## src/hw/rtl/urb_pkg.sv

```systemverilog
// Package: depths, widths, command codes and state encoding for the UART ring buffer engine.
`default_nettype none
package urb_pkg;

  localparam int RX_DEPTH = 64;
  localparam int TX_DEPTH = 64;

  localparam int RX_AW    = $clog2(RX_DEPTH);
  localparam int RX_CNT_W = $clog2(RX_DEPTH + 1);
  localparam int TX_AW    = $clog2(TX_DEPTH);
  localparam int TX_CNT_W = $clog2(TX_DEPTH + 1);

  localparam int BYTE_W   = 8;
  localparam int CMD_W    = 2;
  localparam int LEVEL_W  = 7;

  typedef enum logic [CMD_W-1:0] {
    CMD_UART = 2'd0,
    CMD_READ = 2'd1,
    CMD_LOAD = 2'd2,
    CMD_NOP  = 2'd3
  } cmd_t;

  typedef enum logic [1:0] {
    ST_IDLE = 2'b01,
    ST_EXEC = 2'b10
  } state_t;

endpackage
`default_nettype wire

```

## src/hw/rtl/uart_ring_buffers_with_tx_enable.sv

```systemverilog
// Top level: receive ring, transmit packet buffer and line driver enable for a half-duplex UART.
//
// At acceptance of a request the receive and transmit memories are read at the current read
// pointer and send pointer; in the execute state the item is applied, the memories are
// written back and the result is loaded into the output register. The next request is taken
// only after that, back in idle, so the block does not take a new request before the last
// one is through. A stalled output holds the block in its execute state.
// Both memories come out of reset with undefined contents and need no clearing pass.
`default_nettype none
module uart_ring_buffers_with_tx_enable
  import urb_pkg::*;
(
  input  wire logic              clk,
  input  wire logic              rst_n,

  input  wire logic              in_valid,
  output      logic              in_stall,
  input  wire logic [CMD_W-1:0]  in_cmd,
  input  wire logic              in_rx_ready,
  input  wire logic [BYTE_W-1:0] in_rx_byte,
  input  wire logic              in_tx_reg_empty,
  input  wire logic              in_tx_line_done,
  input  wire logic [BYTE_W-1:0] in_load_byte,
  input  wire logic              in_load_first,

  output      logic              out_valid,
  input  wire logic              out_stall,
  output      logic [BYTE_W-1:0] out_read_byte,
  output      logic [LEVEL_W-1:0] out_rx_level,
  output      logic              out_send_valid,
  output      logic [BYTE_W-1:0] out_send_byte,
  output      logic              out_drive_enable,
  output      logic              out_tx_idle
);

  state_t              state_r, state_nxt;

  logic [CMD_W-1:0]    cmd_r;
  logic                rx_ready_r;
  logic [BYTE_W-1:0]   rx_byte_r;
  logic                tx_reg_empty_r;
  logic                tx_line_done_r;
  logic [BYTE_W-1:0]   load_byte_r;
  logic                load_first_r;

  logic [RX_AW-1:0]    rx_wptr_r, rx_wptr_nxt;
  logic [RX_AW-1:0]    rx_rptr_r, rx_rptr_nxt;
  logic [RX_CNT_W-1:0] rx_count_r, rx_count_nxt;
  logic [TX_CNT_W-1:0] tx_fill_r, tx_fill_nxt;
  logic [TX_CNT_W-1:0] tx_next_r, tx_next_nxt;
  logic                driver_on_r, driver_on_nxt;
  logic                tx_empty_r, tx_empty_nxt;

  logic [BYTE_W-1:0]   rx_mem [RX_DEPTH];
  logic [BYTE_W-1:0]   tx_mem [TX_DEPTH];
  logic [BYTE_W-1:0]   rx_rdata_r;
  logic [BYTE_W-1:0]   tx_rdata_r;

  logic                in_accept;
  logic                exec_go;
  logic                rx_push, rx_pop;
  logic                tx_we;
  logic [TX_CNT_W-1:0] tx_base;
  logic                send;

  logic                out_valid_r;
  logic [BYTE_W-1:0]   out_read_byte_r;
  logic [LEVEL_W-1:0]  out_rx_level_r;
  logic                out_send_valid_r;
  logic [BYTE_W-1:0]   out_send_byte_r;
  logic                out_drive_enable_r;
  logic                out_tx_idle_r;

  assign in_stall  = (state_r != ST_IDLE);
  assign in_accept = in_valid && !in_stall;
  assign exec_go   = (state_r == ST_EXEC) && (!out_valid_r || !out_stall);

  always_comb begin
    state_nxt = state_r;
    case (state_r)
      ST_IDLE: if (in_accept) state_nxt = ST_EXEC;
      ST_EXEC: if (exec_go) state_nxt = ST_IDLE;
      default: state_nxt = ST_IDLE;
    endcase
  end

  always_comb begin
    rx_push       = (cmd_r == CMD_UART) && rx_ready_r
                    && (rx_count_r < RX_CNT_W'(RX_DEPTH));
    rx_pop        = (cmd_r == CMD_READ) && (rx_count_r != '0);
    rx_wptr_nxt   = rx_wptr_r;
    rx_rptr_nxt   = rx_rptr_r;
    rx_count_nxt  = rx_count_r;
    tx_fill_nxt   = tx_fill_r;
    tx_next_nxt   = tx_next_r;
    driver_on_nxt = driver_on_r;
    tx_empty_nxt  = tx_empty_r;
    tx_we         = 1'b0;
    tx_base       = load_first_r ? '0 : tx_fill_r;
    send          = 1'b0;

    if (rx_push) begin
      rx_wptr_nxt  = (rx_wptr_r == RX_AW'(RX_DEPTH - 1)) ? '0 : rx_wptr_r + 1'b1;
      rx_count_nxt = rx_count_r + 1'b1;
    end
    if (rx_pop) begin
      rx_rptr_nxt  = (rx_rptr_r == RX_AW'(RX_DEPTH - 1)) ? '0 : rx_rptr_r + 1'b1;
      rx_count_nxt = rx_count_r - 1'b1;
    end

    case (cmd_r)
      CMD_UART: begin
        if (tx_next_r < tx_fill_r) begin
          driver_on_nxt = 1'b1;
          tx_empty_nxt  = 1'b0;
          if (tx_reg_empty_r) begin
            send        = 1'b1;
            tx_next_nxt = tx_next_r + 1'b1;
          end
        end else begin
          tx_empty_nxt = 1'b1;
          if (tx_line_done_r) driver_on_nxt = 1'b0;
        end
      end
      CMD_LOAD: begin
        if (load_first_r) tx_next_nxt = '0;
        tx_fill_nxt = tx_base;
        if (tx_base < TX_CNT_W'(TX_DEPTH)) begin
          tx_we       = 1'b1;
          tx_fill_nxt = tx_base + 1'b1;
        end
      end
      default: ;
    endcase
  end

  always_ff @(posedge clk) begin
    if (in_accept) begin
      rx_rdata_r <= rx_mem[rx_rptr_r];
      tx_rdata_r <= tx_mem[tx_next_r[TX_AW-1:0]];
    end
    if (exec_go && rx_push) rx_mem[rx_wptr_r] <= rx_byte_r;
    if (exec_go && tx_we) tx_mem[tx_base[TX_AW-1:0]] <= load_byte_r;
  end

  always_ff @(posedge clk) begin
    if (in_accept) begin
      cmd_r          <= in_cmd;
      rx_ready_r     <= in_rx_ready;
      rx_byte_r      <= in_rx_byte;
      tx_reg_empty_r <= in_tx_reg_empty;
      tx_line_done_r <= in_tx_line_done;
      load_byte_r    <= in_load_byte;
      load_first_r   <= in_load_first;
    end
    if (exec_go) begin
      out_read_byte_r    <= rx_pop ? rx_rdata_r : '0;
      out_rx_level_r     <= LEVEL_W'(rx_count_nxt);
      out_send_valid_r   <= send;
      out_send_byte_r    <= send ? tx_rdata_r : '0;
      out_drive_enable_r <= driver_on_nxt;
      out_tx_idle_r      <= tx_empty_nxt;
    end
  end

  always_ff @(posedge clk) begin
    if (!rst_n) begin
      state_r     <= ST_IDLE;
      out_valid_r <= 1'b0;
      rx_wptr_r   <= '0;
      rx_rptr_r   <= '0;
      rx_count_r  <= '0;
      tx_fill_r   <= '0;
      tx_next_r   <= '0;
      driver_on_r <= 1'b0;
      tx_empty_r  <= 1'b1;
    end else begin
      state_r <= state_nxt;
      if (exec_go) begin
        out_valid_r <= 1'b1;
        rx_wptr_r   <= rx_wptr_nxt;
        rx_rptr_r   <= rx_rptr_nxt;
        rx_count_r  <= rx_count_nxt;
        tx_fill_r   <= tx_fill_nxt;
        tx_next_r   <= tx_next_nxt;
        driver_on_r <= driver_on_nxt;
        tx_empty_r  <= tx_empty_nxt;
      end else if (!out_stall) begin
        out_valid_r <= 1'b0;
      end
    end
  end

  assign out_valid        = out_valid_r;
  assign out_read_byte    = out_read_byte_r;
  assign out_rx_level     = out_rx_level_r;
  assign out_send_valid   = out_send_valid_r;
  assign out_send_byte    = out_send_byte_r;
  assign out_drive_enable = out_drive_enable_r;
  assign out_tx_idle      = out_tx_idle_r;

  a_rx_count_bound: assert property (@(posedge clk) disable iff (!rst_n)
    rx_count_r <= RX_CNT_W'(RX_DEPTH))
    else $error("receive count above ring depth");

  a_tx_next_bound: assert property (@(posedge clk) disable iff (!rst_n)
    tx_next_r <= tx_fill_r)
    else $error("send pointer passed fill level");

  a_send_drives: assert property (@(posedge clk) disable iff (!rst_n)
    out_valid && out_send_valid |-> out_drive_enable && !out_tx_idle)
    else $error("byte sent with driver off or buffer idle");

  a_exec_done: assert property (@(posedge clk) disable iff (!rst_n)
    exec_go |=> out_valid && state_r == ST_IDLE)
    else $error("completed request did not reach output register");

endmodule
`default_nettype wire
```

## config.mk

```make
export PLATFORM = sky130hd
export DESIGN_NAME = uart_ring_buffers_with_tx_enable
export DESIGN_NICKNAME = d
export VERILOG_FILES = /design/src/hw/rtl/urb_pkg.sv /design/src/hw/rtl/uart_ring_buffers_with_tx_enable.sv
export SDC_FILE = /design/constraint.sdc
export NUM_CORES = 1
export LEC_CHECK = 0
export ABC_AREA = 1
export BUFFER_PORTS_ARGS = -buffer_cell sky130_fd_sc_hd__clkbuf_2
export CORE_MARGIN = 1
export CORE_UTILIZATION = 40
export CTS_BUF_LIST = sky130_fd_sc_hd__clkbuf_8
export DETAILED_ROUTE_END_ITERATION = 7
export PLACE_DENSITY = 0.64
export SYNTH_ARGS = -nofsm -noshare
export SYNTH_HDL_FRONTEND = slang
export SYNTH_SLANG_ARGS = --single-unit
```

## constraint.sdc

```tcl
create_clock -name clk -period 4.5 [get_ports clk]
set_clock_uncertainty 0.15 [all_clocks]
set_input_delay 0.45 -clock clk [delete_from_list [all_inputs] [get_ports clk]]
set_output_delay 0.45 -clock clk [all_outputs]
set_load 0.02 [all_outputs]
```

==> reports/metrics.cfg, run 1 <==
[grt]
grt_use_total_pct = 20.2
grtUsageMet2_pct = 33.2
groute.layer.met3.usage_pct = 3.39
use_met1_pct = 27.0
grt_overflow_total = 0
grt_busiest_layer = met2
antenna_found_initial = 3
grt_pass1_vias = 30600
grt_max_degree = 179
grt_pass1_wl_mm = 184

[worst_setup_path]
cp_num_buf_inv = 1
cp_common_cell = nor2_4
startpoint_type = flip-flop
cp_slowest_cell = nor2_1
worstSetupPathType = reg2reg
required_ns = 4.78
worstPathArrival_ns = 3.65
cp_cell_sequence = nor2_2, nand3_2, nor2_4, inv_2, nor2_4, nand3_1, nor2_1
max_stage_delay_ns = 0.83
path_delay_family = simple AND/OR/NAND/NOR gates
end_kind = flip-flop
path_max_fanout = 8

[logic_synthesis]
ys_warn_count = 0
syn_avg_cell_area_um2 = 10.9
synth_top_flop_cell = edfxtp_1
ys_ff_latch = 1126
synth_nets = 4382
ys_seq_area_share_pct = 70.9
yosys.area.top_type_share_pct = 69.3
synth-edff-count = 1088
async_reset_ff_share_pct = 0
synth.cell_area_um2 = 47100
synth.area.top_cells = edfxtp_1, nand2_1, nand3_1
ys_types = 36
synth_largest_area_cell = edfxtp_1
synth_cells = 4343

[sta]
finalHoldViolCount = 0
slew_violations = 0
timing.setup.tns_ns = 0
period_share_pct = 75.0
fmax_mhz = 296
fin_crit_ns = 3.38
setup_viol = 0
relSlewSlack_pct = 20.6
tightest_slew_ns = 1.19
rsz0062_at_grt = no

[power_and_ir_drop]
comb_power_share_pct = 2.2
power.internal_w = 0.0154
leakage_nw = 19.8
clockPowerShare_pct = 38.9
p_per_area_nw_per_um2 = 377
swShare_pct = 21.8
max-vdd-ir-drop_mv = 0.260
netSwitchingPower_w = 0.00429
p_total_w = 0.0196
p_seq_share_pct = 58.9

[placed_design]
portBuffers = 53
dp_hpwl_mm = 70.5
dpl.cell_count = 5760
globalplace.congestion = 0.869

[final_layout]
fin_util_pct = 44.7
fin_cells = 6086
drive_gt1_share_pct = 7.61
syn_to_final_growth_pct = 10.4
fin_nets = 4469
final_common_cell = nand2_1
layout_common_cells = nand2_1, edfxtp_1, nand3_1

[clocking]
clkTransAtPathRegs_ns = 0.07
clockRootBuffer = clkbuf_8
clock-sinks = 1126
cts-htree-levels = 4
cts_buffers = 167
clock_path_buffers = 3
cts_tree = yes
worstSkewPairLatency_ns = 0.82
cts_setup_buffers = 0
cts.repair.resized = 0

[flow_run]
cap_violations = 0

[drt]
wl_per_cell_um = 20.0
drtIter0Drc = 3396
drc = 0
firstDrtPassIters = 6
vias_per_cell = 5.18
ant_nets = 0
routed_wl_mm = 122
dr_total_vias = 31500

[min_path]
hp-class = in2reg

[floorplanning]
die-area_um2 = 119000
core_area_um2 = 117000
rows = 125
num_io_pins = 54
die_h_um = 345
die_w_um = 345
start_util_pct = 40.4

[status]
status = finished, final reports clean

-- power groups by stage --
stage                     Combinational [W]  Clock [W]  Sequential (W)
after CTS                          0.000430    0.00777          0.0116
after floorplan                    0.000104          0          0.0119
final                              0.000429    0.00764          0.0116
after global routing               0.000456    0.00820          0.0116
after detailed placement           0.000412          0          0.0118
after global placement             0.000408          0          0.0118
-- worst register-to-register path, delay by kind of cell (launching register included) --
kind          cells  cell delay (ns)
simple gates      6             2.29
flops             1             0.44
buf+inv           1             0.10
-- final cells by class --
cell class	count	area, um^2
fill	10800	64500
sequential	1126	33400
multi-input combinational	2667	11400
clock buffer	177	2440
tap	1524	1910
inverter	327	1240
timing repair buffer	141	1040
clock inverter	123	571
antenna	1	2.50
-- synth_stat cells (7+ instances only) --
master and instances:
a21oi_1 41, buf_1 29, buf_2 106, buf_4 9, buf_6 10, clkbuf_1 68, clkinv_1 8, dfxtp_1 38
edfxtp_1 1088, ha_1 13, inv_1 313, nand2_1 1404, nand3_1 713, nand4_1 7, nor2_1 340, nor3_1 7
o21ai_0 97, xor2_1 10
-- registers in the layout, summed over array words and instances (netlist names), 2 cells and up --
| name | cells |
|---|---|
| cmd_r | 2 |
| load_byte_r | 8 |
| out_read_byte | 8 |
| out_rx_level | 7 |
| out_send_byte | 8 |
| rx_byte_r | 8 |
| rx_count_r | 7 |
| rx_mem | 512 |
| rx_rdata_r | 8 |
| rx_rptr_r | 6 |
| rx_wptr_r | 6 |
| state_r | 2 |
| tx_fill_r | 7 |
| tx_mem | 512 |
| tx_next_r | 7 |
| tx_rdata_r | 8 |
-- per-layer routing --
layer  up-vias  part of all wire (%)
li1      14800                     -
met1     15100                    41
met2      1327                    48
met3       227                   7.5
met4         4                   3.0
met5         -                 0.018
-- what timing repair did --
action | in CTS | in global routing
endpoints found under the hold margin | 62 | 0
hold buffers | 25 | 0
setup endpoints to repair | 0 | 0
-- final timing paths --
check                              startpoint       endpoint  slack (ns)  cells past startpoint
worst max-delay path                 cmd_r[1]  rx_mem[51][3]        1.12                      7
worst min-delay path            in_rx_byte[0]   rx_byte_r[0]        0.20                      2
worst max register to register       cmd_r[1]  rx_mem[51][3]        1.12                      7
worst min register to register     tx_empty_r     tx_empty_r        0.33                      2
-- stage by stage --
| stage | hold WS [ns] | setup WS (ns) | area (um^2) |
|---|---|---|---|
| floorplan | 0.291 | 1.66 | 47100 |
| global placement | 0.304 | 1.04 | 48800 |
| detailed placement | 0.319 | 0.947 | 48800 |
| CTS | 0.136 | 1.15 | 52000 |
| global route | 0.164 | 0.996 | 52000 |
| finish | 0.197 | 1.12 | 52000 |
-- logic make-up (layout without fill, tap and decap cells) --
| logic type | Yosys count | count (layout) | share of synthesized area [%] |
|---|---|---|---|
| XOR/XNOR | 11 | 11 | 0.204 |
| AND/OR/NAND/NOR | 2491 | 2491 | 22.0 |
| flip-flops | 1126 | 1126 | 70.9 |
| other | 0 | 1 | 0 |
| buffers and inverters | 550 | 768 | 4.90 |
| adder cells (fa/ha/maj) | 13 | 13 | 0.345 |
| AO/OA/AOI/OAI | 152 | 152 | 1.65 |
(Power assumes the default switching activity.)
==> run 2, diff against run 1 <==
- clock period: 4.5 -> 3.3 ns (I/O delays scaled with it)
==> reports/metrics.cfg, run 2 (same netlist as run 1, synthesis figures left out) <==
[floorplanning]
num_io_pins = 54  ; unchanged
start_util_pct = 40.4  ; unchanged
die-area_um2 = 119000  ; unchanged
core_area_um2 = 117000  ; unchanged
rows = 125  ; unchanged
die_w_um = 345  ; unchanged
die_h_um = 345  ; unchanged

[drt]
dr_total_vias = 31900  ; +1.2%
firstDrtPassIters = 6  ; unchanged
drtIter0Drc = 3375  ; -0.62%
ant_nets = 0  ; unchanged
vias_per_cell = 5.13  ; -0.96%
drc = 0  ; unchanged
routed_wl_mm = 123  ; +0.60%
wl_per_cell_um = 19.7  ; -1.5%

[placed_design]
place_ws_ns = 0.408  ; -0.538 ns
portBuffers = 53  ; unchanged
globalplace.congestion = 0.893  ; +2.8%
dp_hpwl_mm = 73.1  ; +3.7%

[worst_setup_path]
worstSetupPathType = reg2reg
required_ns = 3.60  ; -1.18 ns
worstPathArrival_ns = 3.25  ; -0.40 ns
rrSetupSlack_ns = 0.35  ; -0.77 ns
end_kind = flip-flop
startpoint_type = flip-flop
path_max_fanout = 8  ; unchanged

[sta]
tightest_slew_ns = 1.11  ; -0.0790 ns
period_share_pct = 89.4  ; +14 points
final.setup.worst_slack_ns = 0.350  ; -0.775 ns
finalHoldViolCount = 0  ; unchanged
timing.setup.tns_ns = 0  ; unchanged
slew_violations = 0  ; unchanged
fmax_mhz = 339  ; +14%
setup_viol = 0  ; unchanged
holdWs_ns = 0.0715  ; -0.125 ns
fin_crit_ns = 2.95  ; -0.425 ns
relSlewSlack_pct = 26.0  ; +5.4 points
rsz0062_at_grt = no

[power_and_ir_drop]
clockPowerShare_pct = 39.8  ; +0.9 points
max-vdd-ir-drop_mv = 0.376  ; +44%
comb_power_share_pct = 2.2  ; about the same
swShare_pct = 21.5  ; -0.36 points
power.internal_w = 0.0214  ; +39%
leakage_nw = 20.7  ; +4.1%
p_seq_share_pct = 57.9  ; -1.0 points
p_per_area_nw_per_um2 = 510  ; +35%
netSwitchingPower_w = 0.00584  ; +36%

[final_layout]
final_common_cell = nand2_1
fillers = 10600  ; -1.8%
layout_common_cells = nand2_1, edfxtp_1, nand3_1
fin_nets = 4596  ; +2.8%
drive_gt1_share_pct = 10.3  ; +2.7 points
syn_to_final_growth_pct = 13.2

[grt]
grt_max_degree = 179  ; unchanged
antenna_found_initial = 4  ; +1
grt_pass1_vias = 31100  ; +1.7%
grt_pass1_wl_mm = 186  ; +1.1%
grt_use_total_pct = 20.4  ; +0.16 points
grt_overflow_total = 0  ; unchanged

[clocking]
clock-sinks = 1126  ; unchanged
cts-htree-levels = 4  ; unchanged
worstSkewPairLatency_ns = 0.83  ; about the same
clockRootBuffer = clkbuf_8
clock_path_buffers = 3  ; unchanged
cts_buffers = 170  ; +1.8%
cts_tree = yes
clkTransAtPathRegs_ns = 0.07  ; about the same

[flow_run]
cap_violations = 0  ; unchanged

[min_path]
hp-class = in2reg

[status]
status = finished, final reports clean

run 2: cell types whose count changed in the layout (fill, tap and decap cells not counted):
cell / change
buf_12: +15
buf_4: +109
bufinv_16: +2
clkbuf_8: +11
clkinv_1: -3
clkinv_2: +1
clkinvlp_4: -2
diode_2: +1
inv_1: -1
inv_6: -1
run 2: area by class of cell:
cell class	instances	area, um^2	area share (%)
Inverter	327	1240	2.33
Tap cell	1524	1910	3.57
Timing Repair Buffer	265	2160	4.04
Antenna cell	2	5.00	0.00938
Multi-Input combinational cell	2667	11400	21.4
Clock inverter	119	597	1.12
Clock buffer	188	2590	4.85
Sequential cell	1126	33400	62.7
run 2: power by group through the flow:
| stage | logic [W] | clock network, W | registers, W |
|---|---|---|---|
| global placement | 0.000573 | 0 | 0.0161 |
| detailed placement | 0.000580 | 0 | 0.0161 |
| CTS | 0.000606 | 0.0110 | 0.0158 |
| global route | 0.000643 | 0.0116 | 0.0158 |
| finish | 0.000604 | 0.0108 | 0.0158 |
| floorplan | 0.000142 | 0 | 0.0162 |
run 2: final timing paths:
kind / cells past startpoint / start / to
setup reg to reg: 8 / cmd_r[1] / rx_mem[28][0]
setup / recovery: 8 / cmd_r[1] / rx_mem[28][0]
hold / removal: 2 / in_load_byte[0] / load_byte_r[0]
hold reg to reg: 2 / tx_empty_r / tx_empty_r
run 2: timing repair:
item	in CTS	in global routing
hold endpoints to repair	55	0
setup buffers	0	0
endpoints found under the setup margin	0	0
gates resized for setup	0	0
hold buffers	25	0
run 2: worst max-delay path: stages, from the launching register on:
cell      delay [ns]
edfxtp_1        0.45
nor2_2          0.20
nand3_2         0.19
nor2_4          0.25
inv_2           0.10
nor2_1          0.21
nand3_1         0.25
buf_4           0.27
nor2_1          0.50
run 2: layer usage:
metal	routed length, um	GRT usage, %
met4	3890	7.73
met3	8540	3.22
met2	59000	33.8
met5	27	0
met1	51100	26.9
run 2: through the flow:
stage	utilization [%]	std cells	cell area [um^2]	total power, W
3_3_place_gp	42.8	5884	49900	0.0166
6_report	45.8	6218	53300	0.0272
4_1_cts	45.8	6216	53300	0.0274
5_1_grt	45.8	6217	53300	0.0281
3_5_place_dp	42.8	5884	49900	0.0167
2_1_floorplan	-	4343	47100	0.0163
